## src/sv/assert_macros.svh

```systemverilog
// ----------------------------------------------------------------------------
// assert_macros.svh
// Assertion shorthands shared by the RTL of the convolution block.
// ----------------------------------------------------------------------------
`ifndef ASSERT_MACROS_SVH
`define ASSERT_MACROS_SVH

// same-cycle implication, disabled during reset
`define NKC_ASSERT_NOW(label, ante, cons, msg) \
  label: assert property (@(posedge clk) disable iff (rst) (ante) |-> (cons)) \
    else $error(msg);

// next-cycle implication, disabled during reset
`define NKC_ASSERT_NEXT(label, ante, cons, msg) \
  label: assert property (@(posedge clk) disable iff (rst) (ante) |=> (cons)) \
    else $error(msg);

`endif

```

## src/sv/nkc_ram.sv

```systemverilog
// ----------------------------------------------------------------------------
// nkc_ram
// Generic simple dual-port RAM, one write port, one registered read port.
// ----------------------------------------------------------------------------
`default_nettype none

module nkc_ram #(
  parameter int WIDTH = 8,
  parameter int DEPTH = 256
) (
  input  wire logic                     clk,
  input  wire logic                     we,
  input  wire logic [$clog2(DEPTH)-1:0] waddr,
  input  wire logic [WIDTH-1:0]         wdata,
  input  wire logic [$clog2(DEPTH)-1:0] raddr,
  output logic      [WIDTH-1:0]         rdata
);

  logic [WIDTH-1:0] mem [DEPTH];

  always_ff @(posedge clk) begin
    if (we) begin
      mem[waddr] <= wdata;
    end
    rdata <= mem[raddr];
  end

endmodule

`default_nettype wire

```

## config.mk

```make
export PLATFORM = sky130hd
export DESIGN_NAME = nkc_ram
export DESIGN_NICKNAME = d
export VERILOG_FILES = /design/src/sv/assert_macros.svh /design/src/sv/nkc_ram.sv
export SDC_FILE = /design/constraint.sdc
export NUM_CORES = 2
export LEC_CHECK = 0
export ABC_AREA = 1
export ABC_CLOCK_PERIOD_IN_PS = 2100
export BUFFER_PORTS_ARGS = -buffer_cell sky130_fd_sc_hd__buf_2
export CAP_MARGIN = 30
export CORE_MARGIN = 5
export CORE_UTILIZATION = 30
export CTS_CLUSTER_SIZE = 12
export DETAILED_ROUTE_END_ITERATION = 6
export PLACE_DENSITY_LB_ADDON = 0.08
export SLEW_MARGIN = 20
export SYNTH_ARGS = -nofsm -noshare
export SYNTH_HDL_FRONTEND = slang
export SYNTH_SLANG_ARGS = --single-unit
```

## constraint.sdc

```tcl
create_clock -name clk -period 2.1 [get_ports clk]
set_input_delay 0.42 -clock clk [delete_from_list [all_inputs] [get_ports clk]]
set_output_delay 0.42 -clock clk [all_outputs]
set_load 0.01 [all_outputs]
```

* Word-level counts from Yosys, hierarchy flattened *
Memories as Yosys holds them, arrays and structs flattened. A register that Yosys moved wholly into a read port is not among the register bits.
Cells that the tools add are included.

word-level totals
  bits in registers = 0
  bits in writable memories = 2,048
  bits of input ports = 26
  output and inout port bits = 8
  word-level logic and storage cells = 3
  memories = 1

memory list
  memory  words  width  read ports  clocked after Yosys merged registers in  wr ports  line           source
  mem     256    8      1           1                                        1         nkc_ram.sv:19  logic [WIDTH-1:0] mem [DEPTH];

operators by class
  mux-type cells = 2

operators by type and width
  cell     count
  $mux W1  2

* Depth between registers and ports, before layout *
  depth after elaboration = 2
  mapped depth = 15
  mapped depth without buffers = 11

* Worst setup path before layout *
No wires, ideal clock.

  kind = input-to-reg
  start point = in we
  end point = mem mem[162][0] (enable)
  setup time = 370 ps
  data arrival time = 1,541 ps
  required time = 1,730 ps
  path slack = 189 ps
  stages on the path = 4
  path buffers = 2
  path through = clkbuf_1 nand3_1 clkbuf_1 nor2_1

between the ends
  longest elaborated chain between the ends = 2

RTL lines
  element                        line           source
  from (decl)                    nkc_ram.sv:12  input wire logic we,
  $mux W1                        nkc_ram.sv:22  if (we) begin
  $mux W1 (implied by the code)  nkc_ram.sv:23  mem[waddr] <= wdata;
  to (decl)                      nkc_ram.sv:19

Every way passes these cells.

==> metrics <==
critical path, cell by cell=buf_8 -> inv_8 -> buf_12 -> buf_12 -> buf_4 -> nand3_1 -> nand3_1 -> nand3_1 -> nand3_1 -> nand3_1 -> nand3_1 -> nand2_1 -> nand2_1 -> nand2_1; clock-pin transition on the worst setup and hold timing paths=0.06 ns; slowest CP cell=nand3_1; post-synthesis adder-cell area fraction=0%; Setup Skew=0.0464 ns; PortBufs=33; Worst Hold Class=in -> reg; min Tclk post-route=between 2 and 2.5 ns; DRC violations left=0; largest net degree at the start of global routing=63; XOR/XNOR Fraction of Synth Area=0%; IO Count=34; post-synthesis mux area share=0%; Mapped Cells=7003; vias in the first global route=about 56000; first-pass GRT wire length=between 400 and 500 mm; fin area=102000 um2; largest fanout on the critical path=28; endpoints failing setup=0; fin nets=~7600; Detail Route Antenna Nets=0; clock latency on the worst-skew pair=0.89 ns; drt wl/cell=around 25 um; Compound-Gate Fraction of Synth Area=0%; cell repeated most along the worst path=nand3_1; R2R Path Start=mem[191][7]$_DFFE_PP_; final WL=291 mm; Crit path arrival time=2.86 ns; Placed Cells incl. Taps=11100; commonest non-fill, non-tap cell in the layout=nand2_1; syn avg cell area=~12 um2; critical path's largest stage delay=around 0.34 ns; final hold vios=0; Initial Utilization=30.1%; CTS Buf Count=about 240; Core ar.=277000 um2; GRT overflow=0; sequential fraction of the synthesis area=about three quarters; drt via density=between 4 and 5; Period Utilization, post-route=99.8%; layout cells sized above 1=15.1%; worst vdd ir=0.620 mV; Vert. Die Dim=roughly 540 um; htree depth=4; max-cap viol count=0; Yosys reg bits=2056; dominant combinational cell family by area after synthesis=simple AND/OR/NAND/NOR gates; P_leak=36.3 nW; Area growth syn-to-layout=21.9%; GPL Wtd Cong=0.821; post-detail-place hpwl=185 mm; Critical Path RT=2.87 ns; die area=slightly below 300000 um2; Mapped Area=~83000 um2; worst hold start=wdata[6]; power density over cell area=899 nW/um2; RSZ-0062 raised after global routing=no; CP endpoint kind=flop; Vias=approximately 56000; placed cell area=around 94000 um2; fmax=477 MHz; syn nets=7029; Slew @ Worst Pin=0.654 ns; final-report max-slew violation count=0; num rows=193; outcome=finished, final reports clean; 1st-iter DRT viols=5081; CTS tree=done; Synth Area in Simple Gates=22.9%; most frequent cells in the layout=nand2_1 (2105), edfxtp_1 (2048), nand3_1 (2018), buf_4 (619), nor2_1 (283); Rel. slew slack=between 50% and 60%; start point of the critical path=raddr[1]; yosys warns=0; Worst Path Buf+Inv=5; Global Route Usage Sum=between 10% and 20%; Clock Path Buffers=4; die width=~540 um; clk root buf=clkbuf_16; Non-Filler Instances=11500; initial antenna violation count=31; Worst setup SP type=input pin; drt pass-1 iters=6; crit path kind=in -> reg; CTS sink cnt=a little over 2000; count of cell types in the netlist=14; Crit path max-delay family=simple AND/OR/NAND/NOR gates
-- kinds of logic (layout without fill, tap and decap cells) --
| logic type | count (synthesis) | count (layout) |
|---|---|---|
| other | 0 | 7 |
| and+or+nand+nor | 4425 | 4425 |
| buffers and inverters | 522 | 1317 |
| DFF | 2056 | 2056 |
-- layout make-up --
| cell class | count | area (um2) |
|---|---|---|
| Antenna cell | 7 | 17.5 |
| Inverter | 39 | 183 |
| Clock inverter | 150 | 1100 |
| Sequential cell | 2056 | 61700 |
| Tap cell | 3705 | 4640 |
| Multi-Input combinational cell | 4425 | 19200 |
| Clock buffer | 282 | 6140 |
| Timing Repair Buffer | 846 | 8740 |
| Fill cell | 27100 | 175000 |
-- cell usage after synthesis (all sizes together) --
master	instances	area share [%]
nand2	2123	9.6
edfxtp	2048	74
nand3	2019	12
buf	371	2.4
nor2	283	1.3
clkbuf	112	0.50
inv	39	0.18
dfxtp	8	0.19
-- metal layers --
metal	track usage [%]	vias to the layer above	share of wire, %
met5	0	-	0.0089
met4	5.09	4	2.5
met3	2.43	359	4.9
met2	31.9	1420	46
met1	28.5	28400	46
li1	-	26100	-
-- where the power goes --
part           internal [mW]  switching (mW)
Sequential              45.2          0.0461
Clock                   22.6            16.8
Combinational           2.05            4.61
-- metrics by stage --
step / total power [mW] / utilization, % / TNS (ns) / hold slack [ns] / worst slack (ns)
final: 91.4 / 36.7 / 0 / 0.0743 / 0.00376
after global routing: 94.7 / 36.7 / 0 / 0.0322 / 0.0192
after CTS: 92.6 / 36.7 / 0 / 0.0183 / 0.0650
after detailed placement: 52.9 / 34.1 / -7.48 / 0.808 / -0.993
after global placement: 52.9 / 34.1 / -7.76 / 0.813 / -1.03
after floorplan: 48.9 / - / 0 / 0.519 / 0.189
-- sequential cells by signal, summed over array words and instances (netlist names) --
name and flops:
mem 2048, rdata 8
-- path summary, 6_finish.rpt --
path,to,slack (ns),depth (start not counted)
max,rdata[3]$_DFF_P_,0.004,14
min,mem[117][6]$_DFFE_PP_,0.07,1
max reg2reg,rdata[7]$_DFF_P_,0.13,10
min reg2reg,rdata[2]$_DFF_P_,0.98,10
-- what timing repair did --
action,4_1_cts,5_1_grt
hold buffers,8,0
setup endpoints to repair,3,3
buffers inserted,0,0
endpoints found under the hold margin,99,0
resized for setup,3,3
Power figures use the tool's default switching activity.
