<file path="src/sv/assert_macros.svh">
// ----------------------------------------------------------------------------
// assert_macros.svh
// Assertion shorthands shared by the RTL of the convolution block.
// ----------------------------------------------------------------------------
`ifndef ASSERT_MACROS_SVH
`define ASSERT_MACROS_SVH

// same-cycle implication, disabled during reset
`define NKC_ASSERT_NOW(label, ante, cons, msg) \
  label: assert property (@(posedge clk) disable iff (rst) (ante) |-> (cons)) \
    else $error(msg);

// next-cycle implication, disabled during reset
`define NKC_ASSERT_NEXT(label, ante, cons, msg) \
  label: assert property (@(posedge clk) disable iff (rst) (ante) |=> (cons)) \
    else $error(msg);

`endif

</file>
<file path="src/sv/nkc_pkg.sv">
// ----------------------------------------------------------------------------
// nkc_pkg
// Shared constants and types of the normalized kernel convolution block.
// ----------------------------------------------------------------------------
`default_nettype none

package nkc_pkg;

  localparam int MAX_WIDTH       = 256;
  localparam int MAX_HEIGHT      = 256;
  localparam int MAX_KERNEL_SIDE = 15;
  localparam int WEIGHT_DEPTH    = 256;
  localparam int PIXEL_MAX       = 255;

  localparam int COL_W    = $clog2(MAX_WIDTH);
  localparam int ROW_W    = $clog2(MAX_HEIGHT);
  localparam int FRAME_DEPTH = MAX_WIDTH * MAX_HEIGHT;
  localparam int DIM_W    = 9;
  localparam int SIDE_W   = 4;
  localparam int TAP_W    = $clog2(WEIGHT_DEPTH);
  localparam int PIXEL_W  = 8;
  localparam int WEIGHT_W = 16;
  localparam int PROD_W   = WEIGHT_W + PIXEL_W + 1;
  localparam int ACC_W    = PROD_W + TAP_W;
  localparam int WSUM_W   = WEIGHT_W + TAP_W;
  // signed window coordinates: position minus half side plus tap offset
  localparam int COORD_W  = ROW_W + 3;

  localparam int KIND_W = 2;
  localparam logic [KIND_W-1:0] KIND_LOAD_WEIGHT = 2'd0;
  localparam logic [KIND_W-1:0] KIND_WRITE_PIXEL = 2'd1;
  localparam logic [KIND_W-1:0] KIND_COMPUTE     = 2'd2;

  localparam int REG_IDX_W = 2;
  localparam logic [REG_IDX_W-1:0] REG_IMAGE_WIDTH   = 2'd0;
  localparam logic [REG_IDX_W-1:0] REG_IMAGE_HEIGHT  = 2'd1;
  localparam logic [REG_IDX_W-1:0] REG_KERNEL_WIDTH  = 2'd2;
  localparam logic [REG_IDX_W-1:0] REG_KERNEL_HEIGHT = 2'd3;

  localparam logic [DIM_W-1:0]  RESET_IMAGE_WIDTH  = 9'd256;
  localparam logic [DIM_W-1:0]  RESET_IMAGE_HEIGHT = 9'd256;
  localparam logic [SIDE_W-1:0] RESET_KERNEL_SIDE  = 4'd3;

  typedef enum logic [2:0] {
    ST_IDLE,
    ST_TAPS,
    ST_DRAIN,
    ST_DIV,
    ST_OUT
  } nkc_state_t;

  typedef struct packed {
    logic clear;
    logic valid;
  } nkc_mac_ctrl_t;

endpackage

`default_nettype wire

</file>
<file path="src/sv/nkc_div.sv">
// ----------------------------------------------------------------------------
// nkc_div
// Restoring divider on magnitudes, one quotient bit per cycle.
// ----------------------------------------------------------------------------
`default_nettype none

module nkc_div (
  input  wire logic                        clk,
  input  wire logic                        rst,
  input  wire logic                        start,
  input  wire logic [nkc_pkg::ACC_W-1:0]   dividend,
  input  wire logic [nkc_pkg::WSUM_W-1:0]  divisor,
  output logic                             done,
  output logic [nkc_pkg::ACC_W-1:0]        quotient
);

  localparam int N     = nkc_pkg::ACC_W;
  localparam int D     = nkc_pkg::WSUM_W;
  localparam int CNT_W = $clog2(N);

  logic             active;
  logic [CNT_W-1:0] cnt;
  logic [D-1:0]     rem;
  logic [D-1:0]     dvs;
  logic [D:0]       rem_sh;
  logic             fits;

  assign rem_sh = {rem, quotient[N-1]};
  assign fits   = rem_sh >= {1'b0, dvs};

  always_ff @(posedge clk) begin
    if (rst) begin
      active <= 1'b0;
      done   <= 1'b0;
    end else begin
      done <= active && (cnt == CNT_W'(N - 1));
      if (start) begin
        active <= 1'b1;
      end else if (active && (cnt == CNT_W'(N - 1))) begin
        active <= 1'b0;
      end
    end
  end

  always_ff @(posedge clk) begin
    if (start) begin
      cnt      <= '0;
      rem      <= '0;
      dvs      <= divisor;
      quotient <= dividend;
    end else if (active) begin
      cnt <= cnt + 1'b1;
      if (fits) begin
        rem      <= D'(rem_sh - {1'b0, dvs});
        quotient <= {quotient[N-2:0], 1'b1};
      end else begin
        rem      <= rem_sh[D-1:0];
        quotient <= {quotient[N-2:0], 1'b0};
      end
    end
  end

endmodule

`default_nettype wire

</file>
<file path="config.mk">
export PLATFORM = sky130hd
export DESIGN_NAME = nkc_div
export DESIGN_NICKNAME = d
export VERILOG_FILES = /design/src/sv/assert_macros.svh /design/src/sv/nkc_pkg.sv /design/src/sv/nkc_div.sv
export SDC_FILE = /design/constraint.sdc
export NUM_CORES = 1
export LEC_CHECK = 0
export CAP_MARGIN = 20
export CORE_ASPECT_RATIO = 0.5
export CORE_MARGIN = 2
export CORE_UTILIZATION = 50
export CTS_CLUSTER_DIAMETER = 100
export DETAILED_ROUTE_END_ITERATION = 10
export DONT_BUFFER_PORTS = 1
export PLACE_DENSITY_LB_ADDON = 0.1
export SETUP_SLACK_MARGIN = 0.05
export SLEW_MARGIN = 0
export SYNTH_ARGS = -nofsm -noshare
export SYNTH_HDL_FRONTEND = slang
export SYNTH_SLANG_ARGS = --single-unit
</file>
<file path="constraint.sdc">
create_clock -name clk -period 5.5 [get_ports clk]
set_input_delay 1.1 -clock clk [delete_from_list [all_inputs] [get_ports clk]]
set_output_delay 1.1 -clock clk [all_outputs]
set_load 0.005 [all_outputs]
</file>
# Word-level counts from Yosys, hierarchy flattened
# Cells that the tools add are included.
# word_totals
ff_bits	89
in_bits	60
output_inout_bits	34
# op_classes
add_sub_neg	2
order_cmp	1
eq_ne	1
mux	6
reduce_logical	3
# op_table
operator	n
2-to-1 mux 33 bit	2
greater-or-equal comparator 25 x 24 -> 1 bit	1
2-to-1 mux 24 bit	1
subtractor 24 bit	1
adder 6 x 1 -> 6 bit, second input constant	1
equality test 6 bit, second input constant	1
nonzero test 2 bit	2
2-to-1 mux 1 bit	3
logical AND 1 bit	1

# Depth between registers and ports, before layout
# logic_depth
depth_word	4
ltp_mapped	12

# Worst setup path after synthesis
# Ideal clock, no wire load.
# synth_timing
path_type	input -> register
start	in start
end	reg quotient[0] in the netlist's numbering (enable)
arrival_time_ps	2172
slack_ps	2940
cell_stages	4
path_buffers	2
path_cell_list	clkbuf_8 nor2_1 clkbuf_1 inv_1
# synth_via
elab_chain_len	1
# synth_rtl
item	line	rtl
start: declaration	nkc_div.sv:10	input wire logic start,
nonzero test 2 bit (no source line)	n/a	
end signal: assignment	nkc_div.sv:50	quotient <= dividend;
end signal: assignment	nkc_div.sv:55	quotient <= {quotient[N-2:0], 1'b1};
end signal: assignment	nkc_div.sv:58	quotient <= {quotient[N-2:0], 1'b0};
end: declaration	nkc_div.sv:14	output logic [nkc_pkg::ACC_W-1:0] quotient
# Every way passes these cells.
# A chain may end at the register's enable or synchronous reset.

# Worst setup path after layout
# layout_timing
start	reg rem[15]
end	reg rem[14]
# layout_via
elab_chain_len	2
# layout_rtl
item	line	rtl
start: declaration	nkc_div.sv:23	logic [D-1:0] rem;
start signal: assignment	nkc_div.sv:54	rem <= D'(rem_sh - {1'b0, dvs});
start signal: assignment	nkc_div.sv:57	rem <= rem_sh[D-1:0];
greater-or-equal comparator 25 x 24 -> 1 bit	nkc_div.sv:29	assign fits = rem_sh >= {1'b0, dvs};
2-to-1 mux 24 bit	nkc_div.sv:53	if (fits) begin
# Every way passes these cells.

==> metrics.md <==
| Metric | Value |
|---|---|
| Status | complete, no violations |
| Commonest non-fill, non-tap cell in the layout | edfxtp_1 |
| Synthesized area per cell | ~11 sq um |
| Setup skew after layout | approximately 0.0080 ns |
| Top_reg_cell synth | edfxtp_1 |
| Initial antenna violation count | 0 |
| DRC viols | 0 |
| Maximum clock insertion buffer count | 2 |
| Number of synthesized flops with an enable pin | 57 |
| Vias | between 3000 and 4000 |
| Avg Vias per Cell | roughly 6.1 |
| Met2 Use GR | 32.12% |
| GRT Overall Usage | 20.95% |
| Worst-Margin Slew | 1.028 ns |
| Minimum hold slack | roughly 0.48 ns |
| Required @ worst endpoint | roughly 5.7 ns |
| CTS Buf Count | 9 |
| NumNets Final | between 500 and 600 |
| Crit path top cell by count | o21bai_1 |
| Most Crowded Layer GR | met2 |
| Clk sinks | approximately 90 |
| Worst-path clk slew | 0.06 ns |
| TNS Setup | 0 ns |
| CTS tree | yes |
| H-tree depth | 3 |
| Gr ovfl total | 0 |
| Final number of hold-violating endpoints | 0 |
| CP top delay family | compound AO/OA/AOI/OAI gates |
| Most frequent cells in the layout | edfxtp_1 (57), inv_1 (36), mux2_2 (32), nor2_1 (32), dfxtp_1 (32) |
| Final min period | about 3.0 ns |
| Max cap viols | 0 |
| Worst Path Buf+Inv | 0 |
| Crit Path Max Fanout | 24 |
| Antenna diode count | 0 |
| Cell variety after synth | 65 |
| Peak VDD IR | roughly 0.14 mV |
| Rows | 26 |
| Arrival @ worst endpoint | between 3 and 4 ns |
| Grt met3 use | about 7.5% |
| Async SR Flop Fraction | 0% |
| Unrepaired setup endpoints after global routing | false |
| Final period util | a little over half |
| CP endpoint kind | flop |
| M1 GR Usage | roughly 29% |
| Vias in the first global route | between 3000 and 4000 |
| Pre-antenna DRT Iters | 5 |
| Final core occ | 54.16% |
| Post-synthesis cell count | 498 |
| Post-DP HPWL | a little under 8 mm |
| # fillers | between 900 and 1000 |
| Syn nets | between 500 and 600 |
| CTS resizes | 0 |
| Largest net degree at the start of global routing | 80 |
| Final Slew Violations | 0 |
| Gpl congestion | approximately 0.90 |
| PD cells | a little over 300 nW/um^2 |
| Core ar. | roughly 10000 sq um |
| Hold WC Path Type | flop to flop |
| Clk_lat worst skew | between 0.3 and 0.4 ns |
| Crit start category | flop |
| Setup Buffers After CTS | 0 |
| Synth Warn # | 0 |
| CTS Hold Bufs | 0 |
| Slack of the worst reg-to-reg path | approximately 2.5 ns |
| Die H | roughly 77 um |
| Fin cells | ~630 |
| CP max-delay cell | nand2_1 |
| Crit-path cells | ha_1, a21o_1, o21bai_1, a221oi_1, o21bai_1, nand2_1, a2111oi_4, a311o_1 |
| Drt wl/cell | between 15 and 20 um |
| Synthesized area | between 5000 and 6000 sq um |
| FF+latch count, synth | approximately 90 |
| Slew headroom | 31.29% |
| Placed cell count | about 620 |
| IO buf count | 0 |
| First-pass GRT wire length | ~19 mm |
| Share of layout cells above drive strength 1 | roughly 12% |
| Die ar. | approximately 11000 sq um |
| Antenna-violating nets left | 0 |
| Area Growth Syn to Fin | 5.261% |
| Sequential share of the synthesized area | ~45% |
| Worst setup path class | flop to flop |
| LEAKAGE | approximately 2.1 nW |
| Die width | 149 um |
| F_max | approximately 330 MHz |
| CTS root buffer | clkbuf_16 |
| Initial Util | 51.46% |
| DR iter-0 viols | approximately 210 |
| Drt total wl | roughly 12 mm |
| Number of I/O pins | 94 |
| Worst path max stage delay | roughly 0.76 ns |
| # setup viols final | 0 |
==> synthesized netlist by cell type, types with 6 or more instances <==
cell type,n,share of area (%)
clkbuf_8,7,1.8
clkbuf_1,8,0.57
a311oi_1,9,1.5
and2_1,8,0.95
o31ai_1,8,1.1
a21o_1,14,2.0
nor2_1,32,2.3
nand4_1,14,1.7
ha_1,26,6.2
dfxtp_1,32,12
inv_1,36,2.6
xnor2_1,12,2.0
xor2_1,6,1.0
a21oi_1,29,2.8
edfxtp_1,57,33
buf_6,6,1.3
nand2_1,28,2.0
o21ai_1,6,0.57
nand3_1,17,1.6
mux2_2,32,6.9
o21ai_0,14,1.3
nor3_1,8,0.76
==> through the flow <==
stage	setup slack (ns)	total power, mW	cell area, sq um
after global routing	2.332	1.756	5533
after floorplan	2.940	1.015	5256
after CTS	2.527	1.696	5533
after detailed placement	2.545	1.053	5230
final	2.489	1.678	5533
after global placement	2.525	1.051	5230
==> where the power goes <==
group	total (mW)	leakage, nW	switching (mW)	internal [mW]
clock	0.637	0.142	0.278	0.359
sequential	0.802	0.828	0.0321	0.770
combinational	0.239	1.18	0.135	0.104
==> state kept, by name, indices dropped and copies added (netlist names) <==
register / cells
active: 1
dvs: 24
quotient: 33
cnt: 6
done: 1
rem: 24
==> layout make-up <==
cell class | count | area (sq um) | area share [%]
multi-input cells | 347 | 2545 | 46.00
flip-flops and latches | 89 | 2352 | 42.51
clock buffers | 10 | 229.0 | 4.138
well taps | 140 | 175.2 | 3.166
inverters | 36 | 135.1 | 2.442
clock inverters | 6 | 73.82 | 1.334
repair buffers | 3 | 22.52 | 0.4071
==> routing by layer <==
| metal | part of all wire, % | routed length, um | vias to the layer above |
|---|---|---|---|
| met5 | 0 | 0 | - |
| met3 | 8.7 | 1009 | 13 |
| met2 | 44 | 5126 | 160 |
| met1 | 46 | 5337 | 1818 |
| li1 | - | - | 1863 |
| met4 | 1.1 | 131 | 0 |
==> cells by family after synthesis <==
| family | Yosys count | synth area share [%] |
|---|---|---|
| multiplexers | 33 | 7.046 |
| AO/OA/AOI/OAI | 131 | 18.23 |
| adder cells (fa/ha/maj) | 27 | 6.570 |
| flip-flops | 89 | 44.75 |
| AND/OR/NAND/NOR | 138 | 13.57 |
| XOR/XNOR | 18 | 2.999 |
| buffers and inverters | 62 | 6.831 |
==> worst paths after layout <==
| path | from | endpoint | depth (start not counted) |
|---|---|---|---|
| worst min register to register | cnt[5] | cnt[5] | 2 |
| worst max register to register | rem[15] | rem[14] | 8 |
| worst max-delay path | rem[15] | rem[14] | 8 |
| worst min-delay path | cnt[5] | cnt[5] | 2 |
==> worst register-to-register path, delay by kind of cell (launching register included) <==
family	cells	cell delay, ns
AOI/OAI and AO/OA	6	1.33
and+or+nand+nor	1	0.76
adders and majority gates	1	0.46
DFF	1	0.36
No activity file was read; power rests on OpenSTA's default activity.
