--- config.mk ---
export PLATFORM = sky130hd
export DESIGN_NAME = nkc_mac
export DESIGN_NICKNAME = d
export VERILOG_FILES = /design/src/sv/assert_macros.svh /design/src/sv/nkc_pkg.sv /design/src/sv/nkc_mac.sv
export SDC_FILE = /design/constraint.sdc
export NUM_CORES = 1
export LEC_CHECK = 0
export BUFFER_PORTS_ARGS = -buffer_cell sky130_fd_sc_hd__clkbuf_2
export CAP_MARGIN = 20
export CORE_ASPECT_RATIO = 1.2
export CORE_UTILIZATION = 40
export CTS_CLUSTER_SIZE = 28
export DETAILED_ROUTE_END_ITERATION = 7
export GPL_TIMING_DRIVEN = 0
export SYNTH_ARGS = -nofsm -noshare
export SYNTH_HDL_FRONTEND = slang
export SYNTH_SLANG_ARGS = --single-unit
--- constraint.sdc ---
create_clock -name clk -period 7.7 [get_ports clk]
set_input_delay 1.54 -clock clk [delete_from_list [all_inputs] [get_ports clk]]
set_output_delay 1.54 -clock clk [all_outputs]
set_load 0.02 [all_outputs]
--- src/sv/assert_macros.svh ---
// ----------------------------------------------------------------------------
// assert_macros.svh
// Assertion shorthands shared by the RTL of the convolution block.
// ----------------------------------------------------------------------------
`ifndef ASSERT_MACROS_SVH
`define ASSERT_MACROS_SVH

// same-cycle implication, disabled during reset
`define NKC_ASSERT_NOW(label, ante, cons, msg) \
  label: assert property (@(posedge clk) disable iff (rst) (ante) |-> (cons)) \
    else $error(msg);

// next-cycle implication, disabled during reset
`define NKC_ASSERT_NEXT(label, ante, cons, msg) \
  label: assert property (@(posedge clk) disable iff (rst) (ante) |=> (cons)) \
    else $error(msg);

`endif

--- src/sv/nkc_pkg.sv ---
// ----------------------------------------------------------------------------
// nkc_pkg
// Shared constants and types of the normalized kernel convolution block.
// ----------------------------------------------------------------------------
`default_nettype none

package nkc_pkg;

  localparam int MAX_WIDTH       = 256;
  localparam int MAX_HEIGHT      = 256;
  localparam int MAX_KERNEL_SIDE = 15;
  localparam int WEIGHT_DEPTH    = 256;
  localparam int PIXEL_MAX       = 255;

  localparam int COL_W    = $clog2(MAX_WIDTH);
  localparam int ROW_W    = $clog2(MAX_HEIGHT);
  localparam int FRAME_DEPTH = MAX_WIDTH * MAX_HEIGHT;
  localparam int DIM_W    = 9;
  localparam int SIDE_W   = 4;
  localparam int TAP_W    = $clog2(WEIGHT_DEPTH);
  localparam int PIXEL_W  = 8;
  localparam int WEIGHT_W = 16;
  localparam int PROD_W   = WEIGHT_W + PIXEL_W + 1;
  localparam int ACC_W    = PROD_W + TAP_W;
  localparam int WSUM_W   = WEIGHT_W + TAP_W;
  // signed window coordinates: position minus half side plus tap offset
  localparam int COORD_W  = ROW_W + 3;

  localparam int KIND_W = 2;
  localparam logic [KIND_W-1:0] KIND_LOAD_WEIGHT = 2'd0;
  localparam logic [KIND_W-1:0] KIND_WRITE_PIXEL = 2'd1;
  localparam logic [KIND_W-1:0] KIND_COMPUTE     = 2'd2;

  localparam int REG_IDX_W = 2;
  localparam logic [REG_IDX_W-1:0] REG_IMAGE_WIDTH   = 2'd0;
  localparam logic [REG_IDX_W-1:0] REG_IMAGE_HEIGHT  = 2'd1;
  localparam logic [REG_IDX_W-1:0] REG_KERNEL_WIDTH  = 2'd2;
  localparam logic [REG_IDX_W-1:0] REG_KERNEL_HEIGHT = 2'd3;

  localparam logic [DIM_W-1:0]  RESET_IMAGE_WIDTH  = 9'd256;
  localparam logic [DIM_W-1:0]  RESET_IMAGE_HEIGHT = 9'd256;
  localparam logic [SIDE_W-1:0] RESET_KERNEL_SIDE  = 4'd3;

  typedef enum logic [2:0] {
    ST_IDLE,
    ST_TAPS,
    ST_DRAIN,
    ST_DIV,
    ST_OUT
  } nkc_state_t;

  typedef struct packed {
    logic clear;
    logic valid;
  } nkc_mac_ctrl_t;

endpackage

`default_nettype wire

--- src/sv/nkc_mac.sv ---
// ----------------------------------------------------------------------------
// nkc_mac
// Two-stage multiply-accumulate: weighted pixel sum and weight sum.
// ----------------------------------------------------------------------------
`default_nettype none

module nkc_mac (
  input  wire logic                               clk,
  input  wire logic                               rst,
  input  wire nkc_pkg::nkc_mac_ctrl_t             ctrl,
  input  wire logic [nkc_pkg::PIXEL_W-1:0]        pixel,
  input  wire logic signed [nkc_pkg::WEIGHT_W-1:0] weight,
  output logic                                    prod_valid,
  output logic signed [nkc_pkg::ACC_W-1:0]        acc,
  output logic signed [nkc_pkg::WSUM_W-1:0]       wsum
);

  logic signed [nkc_pkg::PROD_W-1:0]   prod;
  logic signed [nkc_pkg::WEIGHT_W-1:0] weight_d;

  always_ff @(posedge clk) begin
    if (rst) begin
      prod_valid <= 1'b0;
    end else begin
      prod_valid <= ctrl.valid & ~ctrl.clear;
    end
  end

  always_ff @(posedge clk) begin
    if (ctrl.valid) begin
      prod     <= $signed({1'b0, pixel}) * weight;
      weight_d <= weight;
    end
  end

  always_ff @(posedge clk) begin
    if (ctrl.clear) begin
      acc  <= '0;
      wsum <= '0;
    end else if (prod_valid) begin
      acc  <= acc + {{(nkc_pkg::ACC_W-nkc_pkg::PROD_W){prod[nkc_pkg::PROD_W-1]}}, prod};
      wsum <= wsum
            + {{(nkc_pkg::WSUM_W-nkc_pkg::WEIGHT_W){weight_d[nkc_pkg::WEIGHT_W-1]}}, weight_d};
    end
  end

endmodule

`default_nettype wire

# Word level (Yosys, flattened, before mapping)
# Index checks and enable logic that the tools add are counted.
[totals] word_cells=10 in_bits=28 regBits=99
[classes] bitwise_logic=2 n_addsub=2 multipliers=1
[ops] op="adder 33 bit" count=1
[ops] op="multiplier 9 x 16 -> 25 bit" count=1
[ops] op="adder 24 bit" count=1
[ops] op="AND 1 bit" count=1
[ops] op="NOT 1 bit" count=1

# Depth between registers and ports, before layout
# Gate-level depths: netlist of the first run.
[logic_depth] ltp_word=2 ltp_mapped=19

# Worst setup path after synthesis of the first run
# OpenSTA, ideal clock, no wires.
[synth_timing] path_kind="input port to flip-flop" startpoint="in pixel[2] in the netlist's numbering" endpoint="reg prod[19] in the netlist's numbering (data pin)" path_stages=17 setup_slack_ps=1633 arrival_ps=5808 setup_time_ps=259 n_path_buf=1 required_time_ps=7441 path_cell_list="clkbuf_1 > nand2_1 > fa_1 > inv_1 > fa_1 > fa_1 > inv_1 > fa_1 > inv_1 > ha_1 > a2111oi_0 > o21ai_0 > a41oi_1 > nor3_1 > o31ai_1 > a21oi_1 > o31a_1"
[synth_between] elab_chain_len=1
[synth_rtl] element="start, declared" line_no="nkc_mac.sv:11" source="input wire logic [nkc_pkg::PIXEL_W-1:0] pixel,"
[synth_rtl] element="multiplier 9 x 16 -> 25 bit" line_no="nkc_mac.sv:31" source="prod <= $signed({1'b0, pixel}) * weight;"
[synth_rtl] element="end signal, assigned" line_no="nkc_mac.sv:31"
[synth_rtl] element="end, declared" line_no="nkc_mac.sv:18" source="logic signed [nkc_pkg::PROD_W-1:0] prod;"
# No other way between the ends.
# A chain may end at the register's enable or synchronous reset.

# Worst setup path after layout of the first run
[layout_timing] startpoint="in pixel[2] in the netlist's numbering" endpoint="reg prod[21] in the netlist's numbering (data pin)"
# Same word-level chain as after synthesis.

==> results of run 1 <==
through the flow:
step | hold slack [ns] | utilization (%) | setup WS, ns
finish | 0.515 | 44.8 | 1.04
global route | 0.531 | 44.8 | 0.605
CTS | 0.520 | 44.8 | 1.01
detailed placement | 0.499 | 43.8 | 0.653
global placement | 0.496 | 43.8 | 0.776
floorplan | 0.568 | - | 1.63
critical path, delay by kind of cell:
| kind | cells | cell delay, ns |
|---|---|---|
| adders and majority gates | 5 | 2.39 |
| and+or+nand+nor | 2 | 0.27 |
| AOI/OAI and AO/OA | 5 | 1.71 |
| buffers and inverters | 5 | 0.73 |
| xor gates and xnor gates | 1 | 0.08 |
state kept, by name (all words and copies together) (netlist names):
register and flops:
prod 25, prod_valid 1, weight_d 16, wsum 24
acc 33
power by group:
group	internal (mW)	total [mW]	switching, mW
clock	0.225	0.440	0.215
sequential	0.724	0.787	0.0629
combinational	0.896	2.10	1.21
total	1.84	3.33	1.49
final timing paths:
kind | slack [ns] | to | start
max | 1.04 | prod[21]$_DFFE_PP_ | pixel[2]
min reg2reg | 0.52 | wsum[16]$_SDFFE_PP0P_ | wsum[16]$_SDFFE_PP0P_
max reg2reg | 4.76 | acc[32]$_SDFFE_PP0P_ | acc[0]$_SDFFE_PP0P_
min | 0.52 | wsum[16]$_SDFFE_PP0P_ | wsum[16]$_SDFFE_PP0P_
area by class of cell:
class                      count  share of cell area (%)
buffer                        36                    1.45
clock buffer                   9                    1.91
sequential                    99                    20.3
clock inverter                 7                   0.489
inverter                     163                    5.19
multi-input combinational    855                    63.5
tap                          335                    3.56
timing repair buffer          84                    3.57
cell usage in the layout (no fill, tap or decap), drive strengths merged, types with 7 or more instances in the layout:
master    n
buf       7
a21o     37
a211oi   16
and2     83
a21oi    67
edfxtp   41
nand2    86
nand2b   16
ha      105
xor2     21
fa      104
xnor2    48
a22o     28
clkbuf  122
inv     166
nor2     63
nor3      9
o21a     10
mux2i    18
nand3    10
dfxtp    58
nor2b    12
o21ai    35
a31oi     7
cell families after synthesis:
group | count (synthesis)
xor gates and xnor gates | 69
muxes | 21
and+or+nand+nor | 305
DFF | 99
buffers and inverters | 199
AOI/OAI and AO/OA | 251
adders and majority gates | 209
metal layers:
| metal | vias to the layer above | wire, microns |
|---|---|---|
| met1 | 3956 | 11500 |
| met3 | 21 | 580 |
| met2 | 110 | 12100 |
| met5 | - | 0 |
| li1 | 4098 | - |
| met4 | 0 | 471 |
==> summary.md, run 1 <==
| Metric | Value |
|---|---|
| Clk root buf | `clkbuf_16` |
| Hold Path Class | `register to register` |
| Worst path max stage delay | `0.55 ns` |
| Initial Util | `40.6%` |
| Synth Register Bits | `99` |
| Power, Total | `3.33 mW` |
| Synth cell count leaders | `inv_1, ha_1, fa_1, nand2_1, and2_1` |
| Cells on Worst Hold Path | `1` |
| Max clock buf depth | `2` |
| DP HPWL | `20,400 microns` |
| Dpl cell area | `11,500 sq um` |
| Slew Limit Fails | `0` |
| Most used routing layer | `met2` |
| Footprint of the multi-input gates | `7480 sq um` |
| Detailed Route Iter0 Violations | `261` |
| Mean Syn Cell Area | `9.24 sq um` |
| IO Port Bufs | `84` |
| Mux cell area share after synthesis | `2.01%` |
| Vias in the first global route | `8,099` |
| Post-Route WL | `24,600 microns` |
| Seq/Total Area, Yosys | `22.4%` |
| Fmax | `150 MHz` |
| Count leader, synth | `inv_1` |
| Outcome | `finished, final reports clean` |
| Drt first pass iters | `5` |
| Post-CTS Setup Inserts | `0` |
| Pwr/cell area | `283 nW/um^2` |
| Final net count | `1,485` |
| Hold_buf cts | `0` |
| Fin crit period | `6.66 ns` |
| Setup-failing EPs final | `0` |
| First-pass GRT wire length | `40,200 microns` |
| Vias | `8,185` |
| Async S/R FF share, synth | `0%` |
| Die Y | `181 microns` |
| GR Util All Layers | `18.6%` |
| Synth top area cells | `fa_1, ha_1, edfxtp_1, dfxtp_1, inv_1` |
| Placed Cells | `1,572` |
| Worst Reg-to-Reg Cells | `10` |
| Layout area overhead | `10.5%` |
| Critical Path Source Type | `input pin` |
| Unique masters post-synth | `71` |
| Synthesized instance count | `1,153` |
| EDFF count, synth | `41` |
| Synth top area share | `19.5%` |
| DR WL/cell | `15.5 microns` |
| Syn_nets | `1,390` |
| Worst-Margin Slew | `1.00 ns` |
| Clk_skew | `0.0183 ns` |
| Worst IR drop on VDD | `0.122 mV` |
| Post-route DRC | `0` |
| Placement Rows | `65` |
| Worst-skew pair later-pin latency | `0.36 ns` |
| Post-synthesis compound-gate area fraction | `16.2%` |
| Worst EP required | `7.79 ns` |
| Largest family of logic cells by synthesized area | `adder cells` |
| Lkg Pwr | `5.75 nW` |
| Die Area | `27,300 sq um` |
| Total gr overflow | `0` |
| Crit path max-delay cell type | `fa_1` |
| Met3 Usage GRT | `1.77%` |
| Cell area after layout | `11,800 sq um` |
| Worst Path Arrival | `6.75 ns` |
| Routability congestion estimate | `0.884` |
| Xor/xnor cell area share of the yosys netlist | `5.67%` |
| CTS tree | `yes` |
| Post-synth top area cell | `fa_1` |
| Post-synth top flop | `dfxtp_1` |
| Worst setup EP type | `register` |
| Final Cycle Share | `86.5%` |
| Netlist area before placement | `10,700 sq um` |
| Simple-gate share of the synthesized area | `14.5%` |
| Hold Vio Cnt, Final | `0` |
| Initial antenna violation count | `0` |
| Largest net degree at the start of global routing | `43` |
| Layout fillers | `2,609` |
| WS Path Type | `input pin to register` |
| Worst-path cell chain | `clkbuf_2 -> clkbuf_1 -> nand2_1 -> fa_1 -> inv_1 -> fa_1 -> fa_1 -> inv_1 -> fa_1 -> inv_1 -> ha_1 -> a2111oi_0 -> o21ai_0 -> a41o_1 -> a221oi_1 -> nand2b_1 -> a21oi_1 -> xnor2_1` |
| H-tree lvl count | `3` |
| Clk sinks | `99` |
| YS warnings | `0` |
| Vias/cell | `5.15` |
| Die width | `151 microns` |
| Adder-Cell Fraction of Synth Area | `31.9%` |
| Grt met2 use | `32.4%` |
| Core area | `26,300 sq um` |
| Clock-pin slew on the worst setup and hold paths | `0.08 ns` |
| Fin cells | `1,588` |
| Setup TNS | `0 ns` |
| CP most frequent cell | `fa_1` |
| CTS buffer count | `9` |
| Rel. slew slack | `33.3%` |
| Number of diodes | `0` |
| Global routing usage on met1 | `24.1%` |
| Max cap viols | `0` |
| Layout cells sized above 1 | `9.50%` |
| PostCTS Resize Cnt | `0` |
| Unrepaired setup endpoints after global routing | `no` |
| Critical path fanouts, max | `10` |
| Ports | `86` |
| Post-detailed-route count of antenna-violating nets | `0` |
| Register area | `2390 sq um` |
(Power assumes the default switching activity.)
==> run 2, diff against run 1 <==
ABC_AREA = 1   (was default)
==> summary.md, run 2 <==
| Metric | Value |
|---|---|
| EDFF count, synth | `41 (unchanged)` |
| Critical path buffers and inverters | `5 (unchanged)` |
| Initial Util | `40.7% (was 40.6%)` |
| Commonest non-fill, non-tap cell in the layout | `nand2_1 (was inv_1)` |
| Synth Register Bits | `99 (unchanged)` |
| Clock-pin slew on the worst setup and hold paths | `0.07 ns (was 0.08 ns)` |
| Drt first pass iters | `7 (was 5)` |
| Ports | `86 (unchanged)` |
| Critical path fanouts, max | `10 (unchanged)` |
| Setup-failing EPs final | `0 (unchanged)` |
| Worst IR drop on VDD | `0.141 mV (was 0.122 mV)` |
| Synth cell count leaders | `nand2_1, inv_1, nor2_1, ha_1, fa_1 (was inv_1, ha_1, fa_1, nand2_1, and2_1)` |
| Cell area after layout | `13,700 sq um (was 11,800 sq um)` |
| Worst-skew pair later-pin latency | `0.37 ns (was 0.36 ns)` |
| Number of diodes | `0 (unchanged)` |
| Hold_buf cts | `0 (unchanged)` |
| Detailed Route Iter0 Violations | `630 (was 261)` |
| Max cap viols | `0 (unchanged)` |
| Largest register FFs | `33 (unchanged)` |
| Vias/cell | `4.69 (was 5.15)` |
| Pre-CTS WS | `1.10 ns (was 0.653 ns)` |
| Comb pwr share | `65.3% (was 63.2%)` |
| Async S/R FF share, synth | `0% (unchanged)` |
| Post-detailed-route count of antenna-violating nets | `0 (unchanged)` |
| P_int | `1.91 mW (was 1.84 mW)` |
| Biggest register | `acc (unchanged)` |
| Fmax | `161 MHz (was 150 MHz)` |
| Clk sinks | `99 (unchanged)` |
| Layout area overhead | `9.90% (was 10.5%)` |
| Die Y | `195 microns (was 181 microns)` |
| PnR worst setup slack | `1.48 ns (was 1.04 ns)` |
| Mean Syn Cell Area | `6.62 sq um (was 9.24 sq um)` |
| Synthesized instance count | `1,879 (was 1,153)` |
| Worst-path cell chain | `clkbuf_1 -> clkbuf_1 -> nand2_1 -> fa_1 -> inv_1 -> fa_1 -> fa_1 -> inv_1 -> fa_1 -> inv_1 -> ha_1 -> a21oi_1 -> a21boi_0 -> nor2_1 -> nor3_1 -> nand3_1 -> nand2_1 -> nand2_1 (was clkbuf_2 -> clkbuf_1 -> nand2_1 -> fa_1 -> inv_1 -> fa_1 -> fa_1 -> inv_1 -> fa_1 -> inv_1 -> ha_1 -> a2111oi_0 -> o21ai_0 -> a41o_1 -> a221oi_1 -> nand2b_1 -> a21oi_1 -> xnor2_1)` |
| Register area | `2390 sq um (unchanged)` |
| Post-route DRC | `0 (unchanged)` |
| Vias in the first global route | `11,000 (was 8,099)` |
| Synth top area share | `16.7% (was 19.5%)` |
| Post-synth top flop | `dfxtp_1 (unchanged)` |
| Netlist area before placement | `12,400 sq um (was 10,700 sq um)` |
| Flop pwr share | `20.4% (was 23.6%)` |
| DP HPWL | `28,500 microns (was 20,400 microns)` |
| YS warnings | `0 (unchanged)` |
| Post-layout util | `44.7% (was 44.8%)` |
| Final net count | `2,203 (was 1,485)` |
| Worst setup EP type | `register (unchanged)` |
| Sw Pwr | `1.93 mW (was 1.49 mW)` |
| Total gr overflow | `0 (unchanged)` |
| GR Util All Layers | `22.0% (was 18.6%)` |
| Fin crit period | `6.22 ns (was 6.66 ns)` |
| PostCTS Resize Cnt | `0 (unchanged)` |
| Post-Route WL | `33,300 microns (was 24,600 microns)` |
| Worst Path Arrival | `6.34 ns (was 6.75 ns)` |
| Post-synth top area cell | `fa_1 (unchanged)` |
| Pwr/cell area | `281 nW/um^2 (was 283 nW/um^2)` |
| Post-CTS Setup Inserts | `0 (unchanged)` |
| Seq/Total Area, Yosys | `19.2% (was 22.4%)` |
| Clk pwr share | `14.3% (was 13.2%)` |
| Outcome | `finished, final reports clean (unchanged)` |
| Top flop regs | `acc x33, prod x25, wsum x24 (unchanged)` |
| First-pass GRT wire length | `54,500 microns (was 40,200 microns)` |
| Max clock buf depth | `2 (unchanged)` |
| Core area | `30,600 sq um (was 26,300 sq um)` |
| Slew Limit Fails | `0 (unchanged)` |
| Count leader, synth | `nand2_1 (was inv_1)` |
| CTS tree | `yes (unchanged)` |
| Rel. slew slack | `33.5% (was 33.3%)` |
| Clk root buf | `clkbuf_16 (unchanged)` |
| Hold Path Class | `register to register (unchanged)` |
| Worst EP required | `7.82 ns (was 7.79 ns)` |
| Unrepaired setup endpoints after global routing | `no (unchanged)` |
| Switching part of the total | `50.2% (was 44.6%)` |
| Hold Vio Cnt, Final | `0 (unchanged)` |
| Routability congestion estimate | `0.918 (was 0.884)` |
| Layout cells sized above 1 | `6.95% (was 9.50%)` |
| Initial antenna violation count | `0 (unchanged)` |
| Layout fillers | `3,264 (was 2,609)` |
| Syn_nets | `2,116 (was 1,390)` |
| Synth top area cells | `fa_1, nand2_1, inv_1, ha_1, edfxtp_1 (was fa_1, ha_1, edfxtp_1, dfxtp_1, inv_1)` |
| Crit path max-delay cell type | `fa_1 (unchanged)` |
| Die width | `163 microns (was 151 microns)` |
| Vias | `11,100 (was 8,185)` |
| Worst-Margin Slew | `0.998 ns (was 1.00 ns)` |
| Critical Path Source Type | `input pin (unchanged)` |
| Dpl cell area | `13,300 sq um (was 11,500 sq um)` |
| DR WL/cell | `14.1 microns (was 15.5 microns)` |
| Lkg Pwr | `8.29 nW (was 5.75 nW)` |
| Unique masters post-synth | `40 (was 71)` |
| Footprint of the multi-input gates | `8060 sq um (was 7480 sq um)` |
| Delay-heaviest family, CP | `adder cells (unchanged)` |
| Largest net degree at the start of global routing | `43 (unchanged)` |
| WS Path Type | `input pin to register (unchanged)` |
| Worst path max stage delay | `0.56 ns (was 0.55 ns)` |
| H-tree lvl count | `3 (unchanged)` |
| Clk_skew | `0.00615 ns (was 0.0183 ns)` |
| CTS buffer count | `9 (unchanged)` |
| IO Port Bufs | `76 (was 84)` |
| Die Area | `31,800 sq um (was 27,300 sq um)` |
| CP most frequent cell | `fa_1 (unchanged)` |
| Final Cycle Share | `80.8% (was 86.5%)` |
| Placement Rows | `70 (was 65)` |
| Setup TNS | `0 ns (unchanged)` |
| Most frequent cells in the layout | `nand2_1, inv_1, nor2_1, ha_1, fa_1 (was inv_1, ha_1, fa_1, nand2_1, clkbuf_2)` |
run 2: cell count changes in the layout (fill, tap and decap cells not counted), sizes merged, moves of 28 or more:
cell | before | now
nand2 | 86 | 556
inv | 166 | 476
nor2 | 63 | 199
and2 | 83 | 3
nand3 | 10 | 82
xnor2 | 48 | 13
a21o | 37 | 5
a22o | 28 | 0
run 2: power groups by stage:
stage | logic, mW | registers, mW | clock network [mW]
2_1_floorplan | 1.85 | 0.781 | 0
5_1_grt | 2.87 | 0.790 | 0.583
3_5_place_dp | 2.52 | 0.794 | 0
3_3_place_gp | 2.49 | 0.792 | 0
6_report | 2.51 | 0.783 | 0.550
4_1_cts | 2.53 | 0.782 | 0.564
run 2: cell type report:
class | instances | area share, %
sequential | 99 | 17.5
multi-input combinational | 1258 | 58.9
inverter | 473 | 13.0
buffer | 49 | 1.57
clock buffer | 9 | 1.65
tap | 396 | 3.62
timing repair buffer | 76 | 2.78
clock inverter | 7 | 0.961
run 2: path summary, 6_finish.rpt:
| check | cells after the start | endpoint | slack, ns | from |
|---|---|---|---|---|
| max | 18 | prod[21]$_DFFE_PP_ | 1.48 | pixel[5] |
| min reg2reg | 2 | wsum[13]$_SDFFE_PP0P_ | 0.56 | wsum[13]$_SDFFE_PP0P_ |
| min | 2 | wsum[13]$_SDFFE_PP0P_ | 0.56 | wsum[13]$_SDFFE_PP0P_ |
| max reg2reg | 9 | acc[25]$_SDFFE_PP0P_ | 5.40 | prod[24]$_DFFE_PP_ |
run 2: cells by family (layout without fill, tap and decap cells):
family                     after synthesis  after routing  synth area share (%)
adders and majority gates              209            209                  27.3
and+or+nand+nor                        873            873                  28.4
xor gates and xnor gates                47             47                  3.31
buffers and inverters                  522            614                  16.0
AOI/OAI and AO/OA                      129            129                  5.77
DFF                                     99             99                  19.2
run 2: routing by layer:
metal	vias to the layer above	routed length (microns)	global-route usage, %
met3	45	1040	2.36
li1	5768	-	-
met4	0	937	8.00
met2	183	16600	39.5
met1	5104	14700	26.9
met5	-	0	0
run 2: per-stage QoR:
step	cells	total power, mW	hold WS, ns
2_1_floorplan	1879	2.63	0.558
6_report	2367	3.84	0.562
4_1_cts	2367	3.87	0.558
3_5_place_dp	2351	3.31	0.540
3_3_place_gp	2351	3.28	0.550
5_1_grt	2367	4.25	0.587
run 2: tightest hold or removal path, cell delays in order (launching register included):
cell,delay (ns)
dfxtp_1,0.39
o211ai_1,0.10
inv_1,0.05
